===== src/rtl/assert_macros.svh =====
// assertion helpers shared by the rtl files
`ifndef ASSERT_MACROS_SVH
`define ASSERT_MACROS_SVH

// condition must hold at every clock edge outside reset
`define ASSERT_ALWAYS(lbl, clk, rst_n, cond, msg) \
    lbl: assert property (@(posedge clk) disable iff (!rst_n) (cond)) else $error(msg);

// antecedent in one cycle implies consequent in the next
`define ASSERT_NEXT(lbl, clk, rst_n, ante, cons, msg) \
    lbl: assert property (@(posedge clk) disable iff (!rst_n) (ante) |=> (cons)) else $error(msg);

`endif


===== src/rtl/ibbe_pkg.sv =====
`default_nettype none

package ibbe_pkg;

    // field widths of the transfers
    localparam int unsigned OPC_W  = 2;
    localparam int unsigned BITS_W = 32;
    localparam int unsigned CNT_W  = 6;
    localparam int unsigned BYTE_W = 8;

    // parameter defaults
    localparam int unsigned QUEUE_DEPTH_DEF = 8;
    localparam int unsigned CODE_WIDTH_DEF  = 32;

    // literal queue never holds more than this, so one item gives at most 16 bytes
    localparam int unsigned QUEUE_LIMIT_MAX = 11;

    // command queue between front and back
    localparam int unsigned CMDQ_DEPTH = 2;

    // opcodes
    localparam logic [OPC_W-1:0] OP_START  = 2'd0;
    localparam logic [OPC_W-1:0] OP_CODE   = 2'd1;
    localparam logic [OPC_W-1:0] OP_FINISH = 2'd2;
    localparam logic [OPC_W-1:0] OP_NONE   = 2'd3;

    // stop code, left-aligned, and its length
    localparam logic [BITS_W-1:0] STOP_CODE = 32'h6010_0000;
    localparam logic [CNT_W-1:0]  STOP_LEN  = 6'd12;

    typedef struct packed {
        logic [OPC_W-1:0]  op;
        logic [BITS_W-1:0] bits;     // left-aligned in 32 bits
        logic [CNT_W-1:0]  n;        // already saturated
        logic              has_lit;
        logic [BYTE_W-1:0] lit;
    } t_cmd;

endpackage

`default_nettype wire


===== src/rtl/interleaved_bit_byte_emitter.sv =====
// flow: with the back end idle, a transfer passes the command queue and the load step; a start
//   then leaves from the start step, a filled bit byte from its bit step, a literal sent straight
//   out from the literal step, each via the output register; results leave one per cycle while
//   popped, a closed bit byte before its queued literals (at most QUEUE_DEPTH, capped at 11)
// reset: synchronous, active low; clears the command queue, the bit byte, the literal count and
//   the overflow flag, empties the output register; literal queue contents are left as they are
`default_nettype none

module interleaved_bit_byte_emitter #(
    parameter int unsigned QUEUE_DEPTH = ibbe_pkg::QUEUE_DEPTH_DEF,
    parameter int unsigned CODE_WIDTH  = ibbe_pkg::CODE_WIDTH_DEF
) (
    input  wire logic                        i_clk,
    input  wire logic                        i_rst_n,
    // input side, queue style
    input  wire logic                        push,
    output      logic                        full,
    input  wire logic [ibbe_pkg::OPC_W-1:0]  i_opcode,
    input  wire logic [ibbe_pkg::BITS_W-1:0] i_code_bits,
    input  wire logic [ibbe_pkg::CNT_W-1:0]  i_bit_count,
    input  wire logic                        i_has_literal,
    input  wire logic [ibbe_pkg::BYTE_W-1:0] i_literal,
    // result side, queue style
    output      logic                        empty,
    input  wire logic                        pop,
    output      logic [ibbe_pkg::BYTE_W-1:0] o_out_byte,
    output      logic                        o_last_of_run,
    output      logic                        o_end_of_stream,
    output      logic                        o_overflow
);
    import ibbe_pkg::*;

    // front to queue
    logic  fq_wr;
    t_cmd  fq_cmd;
    // queue to back
    logic  qb_valid;
    t_cmd  qb_cmd;
    logic  qb_pop;

    // front: takes each transfer, aligns the code bits, saturates the count,
    // turns finish into a stop code command and drops the unused opcode
    ibbe_front #(
        .CODE_WIDTH (CODE_WIDTH)
    ) u_front (
        .i_push        (push),
        .i_full        (full),
        .i_opcode      (i_opcode),
        .i_code_bits   (i_code_bits),
        .i_bit_count   (i_bit_count),
        .i_has_literal (i_has_literal),
        .i_literal     (i_literal),
        .o_wr          (fq_wr),
        .o_cmd         (fq_cmd)
    );

    // short command queue so the front keeps taking transfers while the back works
    ibbe_cmdq u_cmdq (
        .i_clk   (i_clk),
        .i_rst_n (i_rst_n),
        .i_wr    (fq_wr),
        .i_wdata (fq_cmd),
        .o_full  (full),
        .o_valid (qb_valid),
        .o_rdata (qb_cmd),
        .i_rd    (qb_pop)
    );

    // back: packs bits into bit bytes up to a whole byte per cycle, sends each closed bit byte
    // and then the literals queued behind it, one byte per cycle while the output is popped
    ibbe_back #(
        .QUEUE_DEPTH (QUEUE_DEPTH)
    ) u_back (
        .i_clk           (i_clk),
        .i_rst_n         (i_rst_n),
        .i_cmd_valid     (qb_valid),
        .i_cmd           (qb_cmd),
        .o_cmd_pop       (qb_pop),
        .i_pop           (pop),
        .o_empty         (empty),
        .o_out_byte      (o_out_byte),
        .o_last_of_run   (o_last_of_run),
        .o_end_of_stream (o_end_of_stream),
        .o_overflow      (o_overflow)
    );

endmodule

`default_nettype wire


===== src/rtl/ibbe_front.sv =====
`default_nettype none

module ibbe_front #(
    parameter int unsigned CODE_WIDTH = ibbe_pkg::CODE_WIDTH_DEF
) (
    input  wire logic                        i_push,
    input  wire logic                        i_full,
    input  wire logic [ibbe_pkg::OPC_W-1:0]  i_opcode,
    input  wire logic [ibbe_pkg::BITS_W-1:0] i_code_bits,
    input  wire logic [ibbe_pkg::CNT_W-1:0]  i_bit_count,
    input  wire logic                        i_has_literal,
    input  wire logic [ibbe_pkg::BYTE_W-1:0] i_literal,
    output      logic                        o_wr,
    output      ibbe_pkg::t_cmd              o_cmd
);
    import ibbe_pkg::*;

    localparam int unsigned AlignSh = BITS_W - CODE_WIDTH;

    logic [BITS_W-1:0] aligned;
    logic [CNT_W-1:0]  n_sat;

    // move the code field up to bit 31 so the back end always takes from the top
    assign aligned = i_code_bits << AlignSh;
    assign n_sat   = (i_bit_count > CNT_W'(CODE_WIDTH)) ? CNT_W'(CODE_WIDTH) : i_bit_count;

    always_comb begin
        o_cmd.op      = i_opcode;
        o_cmd.lit     = i_literal;
        o_cmd.bits    = aligned;
        o_cmd.n       = n_sat;
        o_cmd.has_lit = i_has_literal;
        case (i_opcode)
            OP_START: begin
                o_cmd.n       = '0;
                o_cmd.has_lit = 1'b0;
            end
            OP_FINISH: begin
                o_cmd.bits    = STOP_CODE;
                o_cmd.n       = STOP_LEN;
                o_cmd.has_lit = 1'b0;
            end
            default: begin
            end
        endcase
    end

    // unused opcode is taken but never queued
    assign o_wr = i_push && !i_full && (i_opcode != OP_NONE);

endmodule

`default_nettype wire


===== src/rtl/ibbe_cmdq.sv =====
`default_nettype none

module ibbe_cmdq (
    input  wire logic           i_clk,
    input  wire logic           i_rst_n,
    input  wire logic           i_wr,
    input  wire ibbe_pkg::t_cmd i_wdata,
    output      logic           o_full,
    output      logic           o_valid,
    output      ibbe_pkg::t_cmd o_rdata,
    input  wire logic           i_rd
);
    import ibbe_pkg::*;

    `include "assert_macros.svh"

    localparam int unsigned Depth = CMDQ_DEPTH;
    localparam int unsigned PW    = (Depth > 1) ? $clog2(Depth) : 1;
    localparam int unsigned CW    = $clog2(Depth + 1);

    t_cmd            r_mem [Depth];
    logic [PW-1:0]   r_wr_ptr, r_rd_ptr;
    logic [CW-1:0]   r_cnt;
    logic            do_rd;

    assign o_full  = (r_cnt == CW'(Depth));
    assign o_valid = (r_cnt != '0);
    assign o_rdata = r_mem[r_rd_ptr];
    assign do_rd   = i_rd && o_valid;

    always_ff @(posedge i_clk) begin
        if (!i_rst_n) begin
            r_wr_ptr <= '0;
            r_rd_ptr <= '0;
            r_cnt    <= '0;
        end else begin
            if (i_wr) begin
                r_wr_ptr <= (r_wr_ptr == PW'(Depth - 1)) ? '0 : r_wr_ptr + PW'(1);
            end
            if (do_rd) begin
                r_rd_ptr <= (r_rd_ptr == PW'(Depth - 1)) ? '0 : r_rd_ptr + PW'(1);
            end
            if (i_wr && !do_rd) begin
                r_cnt <= r_cnt + CW'(1);
            end else if (!i_wr && do_rd) begin
                r_cnt <= r_cnt - CW'(1);
            end
        end
    end

    always_ff @(posedge i_clk) begin
        if (i_wr) begin
            r_mem[r_wr_ptr] <= i_wdata;
        end
    end

    `ASSERT_ALWAYS(a_cmdq_no_write_full, i_clk, i_rst_n, !(i_wr && o_full), "cmd queue written while full")

endmodule

`default_nettype wire


===== src/rtl/ibbe_back.sv =====
`default_nettype none

module ibbe_back #(
    parameter int unsigned QUEUE_DEPTH = ibbe_pkg::QUEUE_DEPTH_DEF
) (
    input  wire logic                        i_clk,
    input  wire logic                        i_rst_n,
    input  wire logic                        i_cmd_valid,
    input  wire ibbe_pkg::t_cmd              i_cmd,
    output      logic                        o_cmd_pop,
    input  wire logic                        i_pop,
    output      logic                        o_empty,
    output      logic [ibbe_pkg::BYTE_W-1:0] o_out_byte,
    output      logic                        o_last_of_run,
    output      logic                        o_end_of_stream,
    output      logic                        o_overflow
);
    import ibbe_pkg::*;

    `include "assert_macros.svh"

    localparam int unsigned Limit = (QUEUE_DEPTH < QUEUE_LIMIT_MAX) ? QUEUE_DEPTH
                                                                    : QUEUE_LIMIT_MAX;
    localparam int unsigned AW = $clog2(Limit);
    localparam int unsigned CW = $clog2(Limit + 1);

    localparam logic [2:0] S_IDLE  = 3'd0;
    localparam logic [2:0] S_START = 3'd1;
    localparam logic [2:0] S_BITS  = 3'd2;
    localparam logic [2:0] S_LIT   = 3'd3;
    localparam logic [2:0] S_DRAIN = 3'd4;

    // sequencer and bit byte state
    logic [2:0]        r_state, n_state;
    logic              r_open, n_open;
    logic [7:0]        r_acc, n_acc;
    logic [2:0]        r_held, n_held;
    logic [CW-1:0]     r_count, n_count;
    logic [AW-1:0]     r_idx, n_idx;
    logic              r_sticky, n_sticky;
    // current item
    logic [BITS_W-1:0] r_bits, n_bits;
    logic [CNT_W-1:0]  r_rem, n_rem;
    logic              r_has_lit, n_has_lit;
    logic              r_fin, n_fin;
    logic [BYTE_W-1:0] r_lit, n_lit;
    // literal queue
    logic [BYTE_W-1:0] r_q_mem [Limit];
    logic [BYTE_W-1:0] r_rd_data;
    logic              mem_we;
    // output register
    logic              r_out_valid;
    logic [BYTE_W-1:0] r_out_byte;
    logic              r_out_last, r_out_eos, r_out_ovf;

    logic              can_emit, emit;
    logic [BYTE_W-1:0] emit_byte;
    logic              emit_last, emit_eos, emit_ovf;

    logic [3:0]        room, k, held_sum;
    logic [15:0]       wide;
    logic [CNT_W-1:0]  rem_after;
    logic              tail_after, tail_now, idx_last;
    logic [2:0]        pad;

    assign can_emit = !r_out_valid || i_pop;

    // bits that fit into the open bit byte this step
    assign room      = 4'd8 - {1'b0, r_held};
    assign k         = ({2'b0, room} > r_rem) ? r_rem[3:0] : room;
    assign wide      = {r_acc, r_bits[BITS_W-1 -: 8]} << k;
    assign held_sum  = {1'b0, r_held} + k;
    assign rem_after = r_rem - {2'b0, k};
    // no more bytes from this item once fewer than 8 bits remain, unless none remain and a literal follows
    assign tail_after = (rem_after < 6'd8) && !(r_has_lit && rem_after == '0);
    assign tail_now   = (r_rem < 6'd8) && !(r_has_lit && r_rem == '0);
    assign idx_last   = (CW'(r_idx) == r_count - CW'(1));
    // zero padding that closes the bit byte after the stop code
    assign pad        = 3'd4 - r_held;

    always_comb begin
        n_state   = r_state;
        n_open    = r_open;
        n_acc     = r_acc;
        n_held    = r_held;
        n_count   = r_count;
        n_idx     = r_idx;
        n_sticky  = r_sticky;
        n_bits    = r_bits;
        n_rem     = r_rem;
        n_has_lit = r_has_lit;
        n_fin     = r_fin;
        n_lit     = r_lit;
        mem_we    = 1'b0;
        o_cmd_pop = 1'b0;
        emit      = 1'b0;
        emit_byte = r_lit;
        emit_last = 1'b0;
        emit_eos  = 1'b0;
        emit_ovf  = r_sticky;
        case (r_state)
            S_IDLE: begin
                if (i_cmd_valid) begin
                    o_cmd_pop = 1'b1;
                    n_bits    = i_cmd.bits;
                    n_lit     = i_cmd.lit;
                    n_has_lit = (i_cmd.op == OP_CODE) && i_cmd.has_lit;
                    n_fin     = (i_cmd.op == OP_FINISH);
                    n_rem     = (i_cmd.op == OP_FINISH) ? STOP_LEN + CNT_W'(pad) : i_cmd.n;
                    n_state   = (i_cmd.op == OP_START) ? S_START : S_BITS;
                end
            end
            S_START: begin
                if (can_emit) begin
                    emit      = 1'b1;
                    emit_last = 1'b1;
                    emit_ovf  = 1'b0;
                    n_open    = 1'b1;
                    n_acc     = '0;
                    n_held    = '0;
                    n_count   = '0;
                    n_sticky  = 1'b0;
                    n_state   = S_IDLE;
                end
            end
            S_BITS: begin
                if (r_rem == '0) begin
                    n_state = S_LIT;
                end else if (held_sum[3]) begin
                    if (can_emit) begin
                        emit      = 1'b1;
                        emit_byte = wide[15:8];
                        emit_last = (r_count == '0) && tail_after;
                        emit_eos  = r_fin && (r_count == '0) && tail_after;
                        n_open    = 1'b0;
                        n_acc     = '0;
                        n_held    = '0;
                        n_rem     = rem_after;
                        n_bits    = r_bits << k;
                        n_idx     = '0;
                        n_state   = (r_count != '0) ? S_DRAIN : S_BITS;
                    end
                end else begin
                    n_open = 1'b1;
                    n_acc  = wide[15:8];
                    n_held = held_sum[2:0];
                    n_rem  = rem_after;
                    n_bits = r_bits << k;
                end
            end
            S_LIT: begin
                if (!r_has_lit) begin
                    n_state = S_IDLE;
                end else if (r_open) begin
                    if (r_count < CW'(Limit)) begin
                        mem_we  = 1'b1;
                        n_count = r_count + CW'(1);
                    end else begin
                        n_sticky = 1'b1;
                    end
                    n_state = S_IDLE;
                end else if (can_emit) begin
                    emit      = 1'b1;
                    emit_last = 1'b1;
                    n_state   = S_IDLE;
                end
            end
            S_DRAIN: begin
                if (can_emit) begin
                    emit      = 1'b1;
                    emit_byte = r_rd_data;
                    emit_last = idx_last && tail_now;
                    emit_eos  = r_fin && idx_last && tail_now;
                    if (idx_last) begin
                        n_count = '0;
                        n_idx   = '0;
                        n_state = S_BITS;
                    end else begin
                        n_idx = r_idx + AW'(1);
                    end
                end
            end
            default: begin
                n_state = S_IDLE;
            end
        endcase
    end

    always_ff @(posedge i_clk) begin
        if (!i_rst_n) begin
            r_state     <= S_IDLE;
            r_open      <= 1'b0;
            r_acc       <= '0;
            r_held      <= '0;
            r_count     <= '0;
            r_idx       <= '0;
            r_sticky    <= 1'b0;
            r_out_valid <= 1'b0;
        end else begin
            r_state  <= n_state;
            r_open   <= n_open;
            r_acc    <= n_acc;
            r_held   <= n_held;
            r_count  <= n_count;
            r_idx    <= n_idx;
            r_sticky <= n_sticky;
            if (emit) begin
                r_out_valid <= 1'b1;
            end else if (i_pop) begin
                r_out_valid <= 1'b0;
            end
        end
    end

    always_ff @(posedge i_clk) begin
        r_bits    <= n_bits;
        r_rem     <= n_rem;
        r_has_lit <= n_has_lit;
        r_fin     <= n_fin;
        r_lit     <= n_lit;
        if (emit) begin
            r_out_byte <= emit_byte;
            r_out_last <= emit_last;
            r_out_eos  <= emit_eos;
            r_out_ovf  <= emit_ovf;
        end
    end

    // literal queue, read data registered and addressed with the next index
    always_ff @(posedge i_clk) begin
        if (mem_we) begin
            r_q_mem[r_count[AW-1:0]] <= r_lit;
        end
        r_rd_data <= r_q_mem[n_idx];
    end

    assign o_empty         = !r_out_valid;
    assign o_out_byte      = r_out_byte;
    assign o_last_of_run   = r_out_last;
    assign o_end_of_stream = r_out_eos;
    assign o_overflow      = r_out_ovf;

    `ASSERT_ALWAYS(a_back_count_limit, i_clk, i_rst_n, r_count <= CW'(Limit), "literal count above limit")
    `ASSERT_ALWAYS(a_back_drain_nonempty, i_clk, i_rst_n, (r_state != S_DRAIN) || (r_count != '0), "drain with empty queue")
    `ASSERT_ALWAYS(a_back_closed_empty, i_clk, i_rst_n, r_open || (r_held == '0), "bits held with no open bit byte")
    `ASSERT_NEXT(a_back_sticky_src, i_clk, i_rst_n, !r_sticky && (r_state != S_LIT), !r_sticky, "overflow flag set outside literal step")

endmodule

`default_nettype wire

===== config.mk =====
export PLATFORM = sky130hd
export DESIGN_NAME = interleaved_bit_byte_emitter
export DESIGN_NICKNAME = d
export VERILOG_FILES = /design/src/rtl/ibbe_pkg.sv /design/src/rtl/interleaved_bit_byte_emitter.sv /design/src/rtl/ibbe_front.sv /design/src/rtl/ibbe_cmdq.sv /design/src/rtl/ibbe_back.sv
export VERILOG_INCLUDE_DIRS = /design/src /design/src/rtl
export SDC_FILE = /design/constraint.sdc
export NUM_CORES = 1
export LEC_CHECK = 0
export BUFFER_PORTS_ARGS = -buffer_cell sky130_fd_sc_hd__clkbuf_2
export CAP_MARGIN = 10
export CORE_MARGIN = 1
export CORE_UTILIZATION = 60
export CTS_CLUSTER_SIZE = 16
export DETAILED_ROUTE_END_ITERATION = 8
export GPL_TIMING_DRIVEN = 0
export PLACE_DENSITY = 0.78
export SLEW_MARGIN = 20
export SYNTH_ARGS = -nofsm -noshare
export SYNTH_HDL_FRONTEND = slang
export SYNTH_SLANG_ARGS = --single-unit

===== constraint.sdc =====
create_clock -name i_clk -period 7.3 [get_ports i_clk]
set_input_delay 0.73 -clock i_clk [delete_from_list [all_inputs] [get_ports i_clk]]
set_output_delay 0.73 -clock i_clk [all_outputs]
set_load 0.1 [all_outputs]

After elaboration in Yosys (flattened, before gate mapping)
Memory sizes are Yosys's and may differ from the RTL's. A register that Yosys moved wholly into a read port is not among the register bits.
Index checks and enable logic that the tools add are counted.
Word-level totals
  output and inout bits: 13
  logic and storage cells: 206
  memories kept: 2
  flip-flop bits (word level): 87
  memory bits (writable): 162
Memories
  u_cmdq.r_mem: words 2, width 49, rd ports 1, clocked after Yosys merged registers in 1, write ports 1, line ibbe_cmdq.sv:21  | t_cmd r_mem [Depth];
  u_back.r_q_mem: words 8, width 8, rd ports 1, clocked after Yosys merged registers in 1, write ports 1, line ibbe_back.sv:48  | logic [BYTE_W-1:0] r_q_mem [Limit];
Cells by class
  eq/ne operators: 22
  reduce and logical (&&, ||, !) cells: 45
  $lt $le $gt $ge: 5
  muxes and demuxes: 98
  shift-type cells: 2
  add/sub/neg operators: 12
Operators with widths (count)
  $mux W32: 5
  $pmux W32 S2: 1
  $mux W8: 7
  $mux W3: 18
  $mux W1: 38
  $mux W6: 6
  $pmux W8 S2: 2
  $shl A32 B4 Y32: 1
  $mux W4: 7
  $logic_and A1 B1 Y1: 16
  $shl A16 B4 Y16: 1
  $pmux W3 S5: 1
  $pmux W7 S2: 1
  $logic_not A6 Y1: 2
  $lt A6 B4 Y1 const B: 2
  $ne A2 B1 Y1 const B: 6
  $pmux W3 S2: 2
  $pmux W4 S3: 1
  $pmux W6 S2: 1
  $reduce_and A4 Y1: 3
  $reduce_bool A2 Y1: 6
  $ne A2 B2 Y1 const B: 4
  $reduce_and A7 Y1: 1
  $eq A2 B2 Y1 const B: 3
  other kinds (35): 49

Logic depth before layout (Yosys ltp)
  depth after elaboration: 13
  gate-level depth with buffers: 25

Hierarchy
A second synthesis with hierarchy kept.
Second synthesis, totals
  cells, all modules: 1055
  area, all modules: 12962.4 um^2
Modules (own cells, without submodules)
  ibbe_back: cells an instance 825, area each 8822.2 um^2, instances 1
  ibbe_cmdq: cells an instance 174, area each 3748.6 um^2, instances 1
  ibbe_front: cells an instance 56, area each 391.6 um^2, instances 1

Worst setup path before layout
Ideal clock, no wire load.
  path kind: register to register
  start point: register u_back.r_held[0]
  end point: register u_back.r_bits[0] (enable)
  setup slack: 0.970 ns
  stages on the path, launching flop included: 21
  arrival: 5.875 ns
  cell sequence: dfxtp_1 > clkbuf_1 > inv_1 > ha_1 > xor2_1 > inv_1 > ha_1 > and4bb_4 > a2111o_1 > o32a_1 > nand2_1 > inv_1 > buf_6 > buf_2 > ha_1 > a21o_1 > a21oi_1 > inv_1 > a21oi_1 > nor2b_1 > a32oi_1
On the way
  longest elaborated chain between the ends: 6
Ends and longest elaborated chain
  from (decl): line ibbe_back.sv:37  | logic [2:0] r_held, n_held;
  from (signal assigned): line ibbe_back.sv:203  | r_held <= n_held;
  $sub A4 B3 Y4: line ibbe_back.sv:69  | assign room = 4'd8 - {1'b0, r_held};
  $gt A4 B6 Y1: line ibbe_back.sv:70  | assign k = ({2'b0, room} > r_rem) ? r_rem[3:0] : room;
  $mux W4: line ibbe_back.sv:70
  $add A3 B4 Y4 (*): line ibbe_back.sv:72  | assign held_sum = {1'b0, r_held} + k;
  $ne A3 B2 Y1 (no source line) (*)
  $reduce_and A4 Y1 (no source line) (*)
  to (signal assigned): line ibbe_back.sv:216  | r_bits <= n_bits;
  to (decl): line ibbe_back.sv:42  | logic [BITS_W-1:0] r_bits, n_bits;
Every way passes the cells marked *; elsewhere a longest branch is shown, timed or not.
A chain may end at the register's enable or synchronous reset.

Worst setup path after layout
  start point: register u_back.r_held[0]
  end point: register u_back.r_rd_data[6], read port of u_back.r_q_mem
On the way
  longest elaborated chain between the ends: 7
Ends and longest elaborated chain
  $sub A4 B3 Y4: line ibbe_back.sv:69
  $gt A4 B6 Y1: line ibbe_back.sv:70
  $mux W4: line ibbe_back.sv:70
  $add A3 B4 Y4 (*): line ibbe_back.sv:72
  $mux W3 (*): line ibbe_back.sv:129  | end else if (held_sum[3]) begin
  $mux W3 (*): line ibbe_back.sv:127  | if (r_rem == '0) begin
  $pmux W3 S2 (*): line ibbe_back.sv:101  | case (r_state)
  to (decl): line ibbe_back.sv:49  | logic [BYTE_W-1:0] r_rd_data;
Marks and branches as above.

==> results by group <==
Pwr
  – Internal Power: about 3.5 mW
  – Peak VDD IR: between 0.0002 and 0.0003 V
  – Clock network fraction of total power: between 20% and 30%
  – Reg power frac: 37.2%
  – Logic gate share of total power: 42.3%
  – Switching share of power: 40.58%
  – Sw Pwr: 2.404 mW
  – Pwr Density: 414.9 nW/um2
  – Pleak: 5.139 nW
  – Power, Total: 5.925 mW

Logic synthesis
  – Avg Inst Size Synth: 12.37 um2
  – Asr flop ratio synth: 0%
  – Syn nets: 1,097
  – Syn Inst Count: 1,028
  – Synth Cell Area: 12,720 um2
  – Sequential fraction of the synthesis area: between 50 and 60%
  – Yosys warns: 0
  – Top_reg_cell synth: edfxtp_1
  – Flops & latches, synth: about 260
  – Unique cell type count in the Yosys netlist: 73
  – Post-synth EDFFs: between 200 and 250

CTS
  – Hold_buf cts: 0
  – # clock sinks: 258
  – TritonCTS buffer count: 26
  – Post-CTS sizing: 0
  – Setup bufs post-CTS: 0
  – Root Buffer: clkbuf_16
  – TritonCTS clock tree: done
  – H-Tree Depth: 1
  – CTS clk-pin slew, worst paths: 70 ps
  – Clock buffer depth: 3
  – Clock latency on the worst-skew pair: roughly 540 ps

Global routing
  – Overall Global Routing Usage: 27.04%
  – Grt total ovfl: 0
  – Vias in the first global route: 8,393
  – Initial antenna violation count: 0
  – Largest net degree at the start of global routing: 50
  – First-pass GRT wire length: around 45 mm

Min path
  – Hold crit path type: input port to register
  – WHS Path Cells: 1

Timing
  – Hold_ws: 374.4 ps
  – Worst Skew: 12.87 ps
  – Setup TNS: 0 ps
  – Fmax: 164.7 MHz
  – RSZ-0062 raised after global routing: no
  – Worst slew pin tran: 919.3 ps
  – Setup-failing EPs final: 0
  – Tcrit/Tclk final: 83.15%
  – Slew margin rel.: between 30% and 40%
  – Fin. Hold Viols: 0
  – Final WS setup: around 1200 ps
  – Tmin final: 6070 ps
  – Slew Limit Fails: 0

Worst setup path
  – Worst Path Required: 7730 ps
  – Crit. End Element: register
  – WS Path Type: register to register
  – Crit path DAT: 6500 ps
  – CP Launch Type: register
  – Crit path max fanout: 10
  – Worst r2r path cells: 22
  – Flop2flop setup slack: roughly 1200 ps

Floorplanning
  – Io pins: 66
  – Height of the die: roughly 150 um
  – Starting density of the core: about 62%
  – Die span in x: ~150 um
  – Core area: 20,490 um2
  – Row cnt: 52
  – Die ar.: roughly 22,000 um2

Finish
  – Post-route insts no fill: 1,415
  – Final Core Density: 69.68%
  – Layout cells sized above 1: 16.86%
  – Antenna Cells: 0
  – Fin nets: 1,194
  – Fin area: approximately 14,000 um2
  – Most frequent cells in the layout: edfxtp_1 (221), mux2i_1 (140), nand2_1 (75), clkbuf_2 (65), a21oi_1 (57)
  – Area delta synth->final: 12.27%
  – Commonest non-fill, non-tap cell in the layout: edfxtp_1

Drt
  – DR DRC count: 0
  – Drt total wl: 28.72 mm
  – DR iter-0 viols: 770
  – Vias: 8,640
  – Final ANT Viol Nets: 0
  – Vias/cell: 6.106
  – DR WL/cell: 20.30 um
  – Drt first pass iters: 5

Job
  – Max Cap Viol: 0

Outcome
  – Status: completed

Placement
  – Gpl congestion: between 0.9 and 1
  – PortBufs: between 60 and 70
  – Post-Place Cells: 1,367
  – Placed cell areas: 13,510 um2
  – Place WS: 1348 ps
  – Post-DP HPWL: 20.66 mm
## routing by layer
layer  global-route usage (%)  part of all wire [%]
met4                    7.990                   2.2
met2                    45.07                    48
met3                    3.827                   6.7
met5                        0                     0
met1                    37.04                    43
## flip-flops by register name, summed over array words and instances, names as in the netlist, 2 cells and up, named ones only
register and cells:
u_back.r_rem 6, u_cmdq.r_mem 98, u_cmdq.r_cnt 2, u_back.r_acc 8, u_back.o_out_byte 8, u_back.r_bits 32
u_back.r_q_mem 64, u_back.r_held 3, u_back.r_idx 3, u_back.r_state 3, u_back.r_lit 8, u_back.r_rd_data 8
u_back.r_count 4
## path summary, 6_finish.rpt
check / from / endpoint
min: i_literal[4] / u_cmdq.r_mem[1][4]
min reg2reg: u_back.r_acc[7] / u_back.r_acc[7]
max reg2reg: u_back.r_held[0] / u_back.r_rd_data[6]
max: u_back.r_held[0] / u_back.r_rd_data[6]
## area by class of cell
class / instances / area [um2]
Tap cell: 270 / 337.8
Clock inverter: 21 / 121.4
Multi-Input combinational cell: 692 / 5016
Fill cell: 1491 / 6213
Timing Repair Buffer: 69 / 407.9
Buffer: 53 / 272.8
Sequential cell: 258 / 7377
Inverter: 25 / 93.84
Clock buffer: 27 / 654.4
## worst max-delay path, cell delays in order, from the launching register on
cell and delay, ps:
dfxtp_1 340, clkbuf_1 320, inv_1 160, ha_1 240, xor2_1 310, inv_1 190, ha_1 350, and4bb_4 250
a2111oi_4 500, nor3_1 120, a21oi_1 410, inv_2 150, clkbuf_1 360, ha_1 430, a21oi_1 130, inv_1 60
a21oi_1 170, and3b_2 290, a21oi_4 290, buf_6 240, mux2i_1 230, mux2i_1 120, mux2_2 280
## synth_stat cells, types with 5 or more instances
master	number	area [um2]
o211ai_1	11	82.58
and3_1	9	56.30
buf_2	7	35.03
buf_6	6	67.56
a21oi_1	57	285.3
nor2_1	56	210.2
mux2_2	49	551.8
xor2_1	10	87.58
inv_1	23	86.33
dfxtp_1	37	740.7
mux2i_1	140	1401
nand2b_1	12	75.07
o21ai_0	42	210.2
xnor2_1	5	43.79
o22ai_1	24	150.1
a221oi_1	8	70.07
and2_1	43	269.0
nor3_1	14	70.07
a21o_1	8	60.06
ha_1	15	187.7
nor2b_1	7	43.79
nand2_1	75	281.5
nand3_1	29	145.1
edfxtp_1	221	6636
clkbuf_1	34	127.6
a22oi_1	9	67.56
## power groups by stage
stage / clock network [mW] / registers [mW] / logic (mW)
after floorplan: 0 / 2.39 / 1.56
after global placement: 0 / 2.25 / 2.34
after detailed placement: 0 / 2.23 / 2.45
after CTS: 1.23 / 2.20 / 2.46
after global routing: 1.29 / 2.23 / 2.67
final: 1.22 / 2.20 / 2.50
## logic make-up (layout without fill, tap and decap cells)
family	after synthesis	count (layout)	share of synthesized area [%]
compound gates	210	210	10.95
flops	258	258	57.99
xor+xnor	15	15	1.033
buf+inv	78	195	2.882
mux	189	189	15.35
simple gates	262	262	10.16
fa+ha+maj	16	16	1.633
Note: power is estimated with default switching activity, not from simulation.
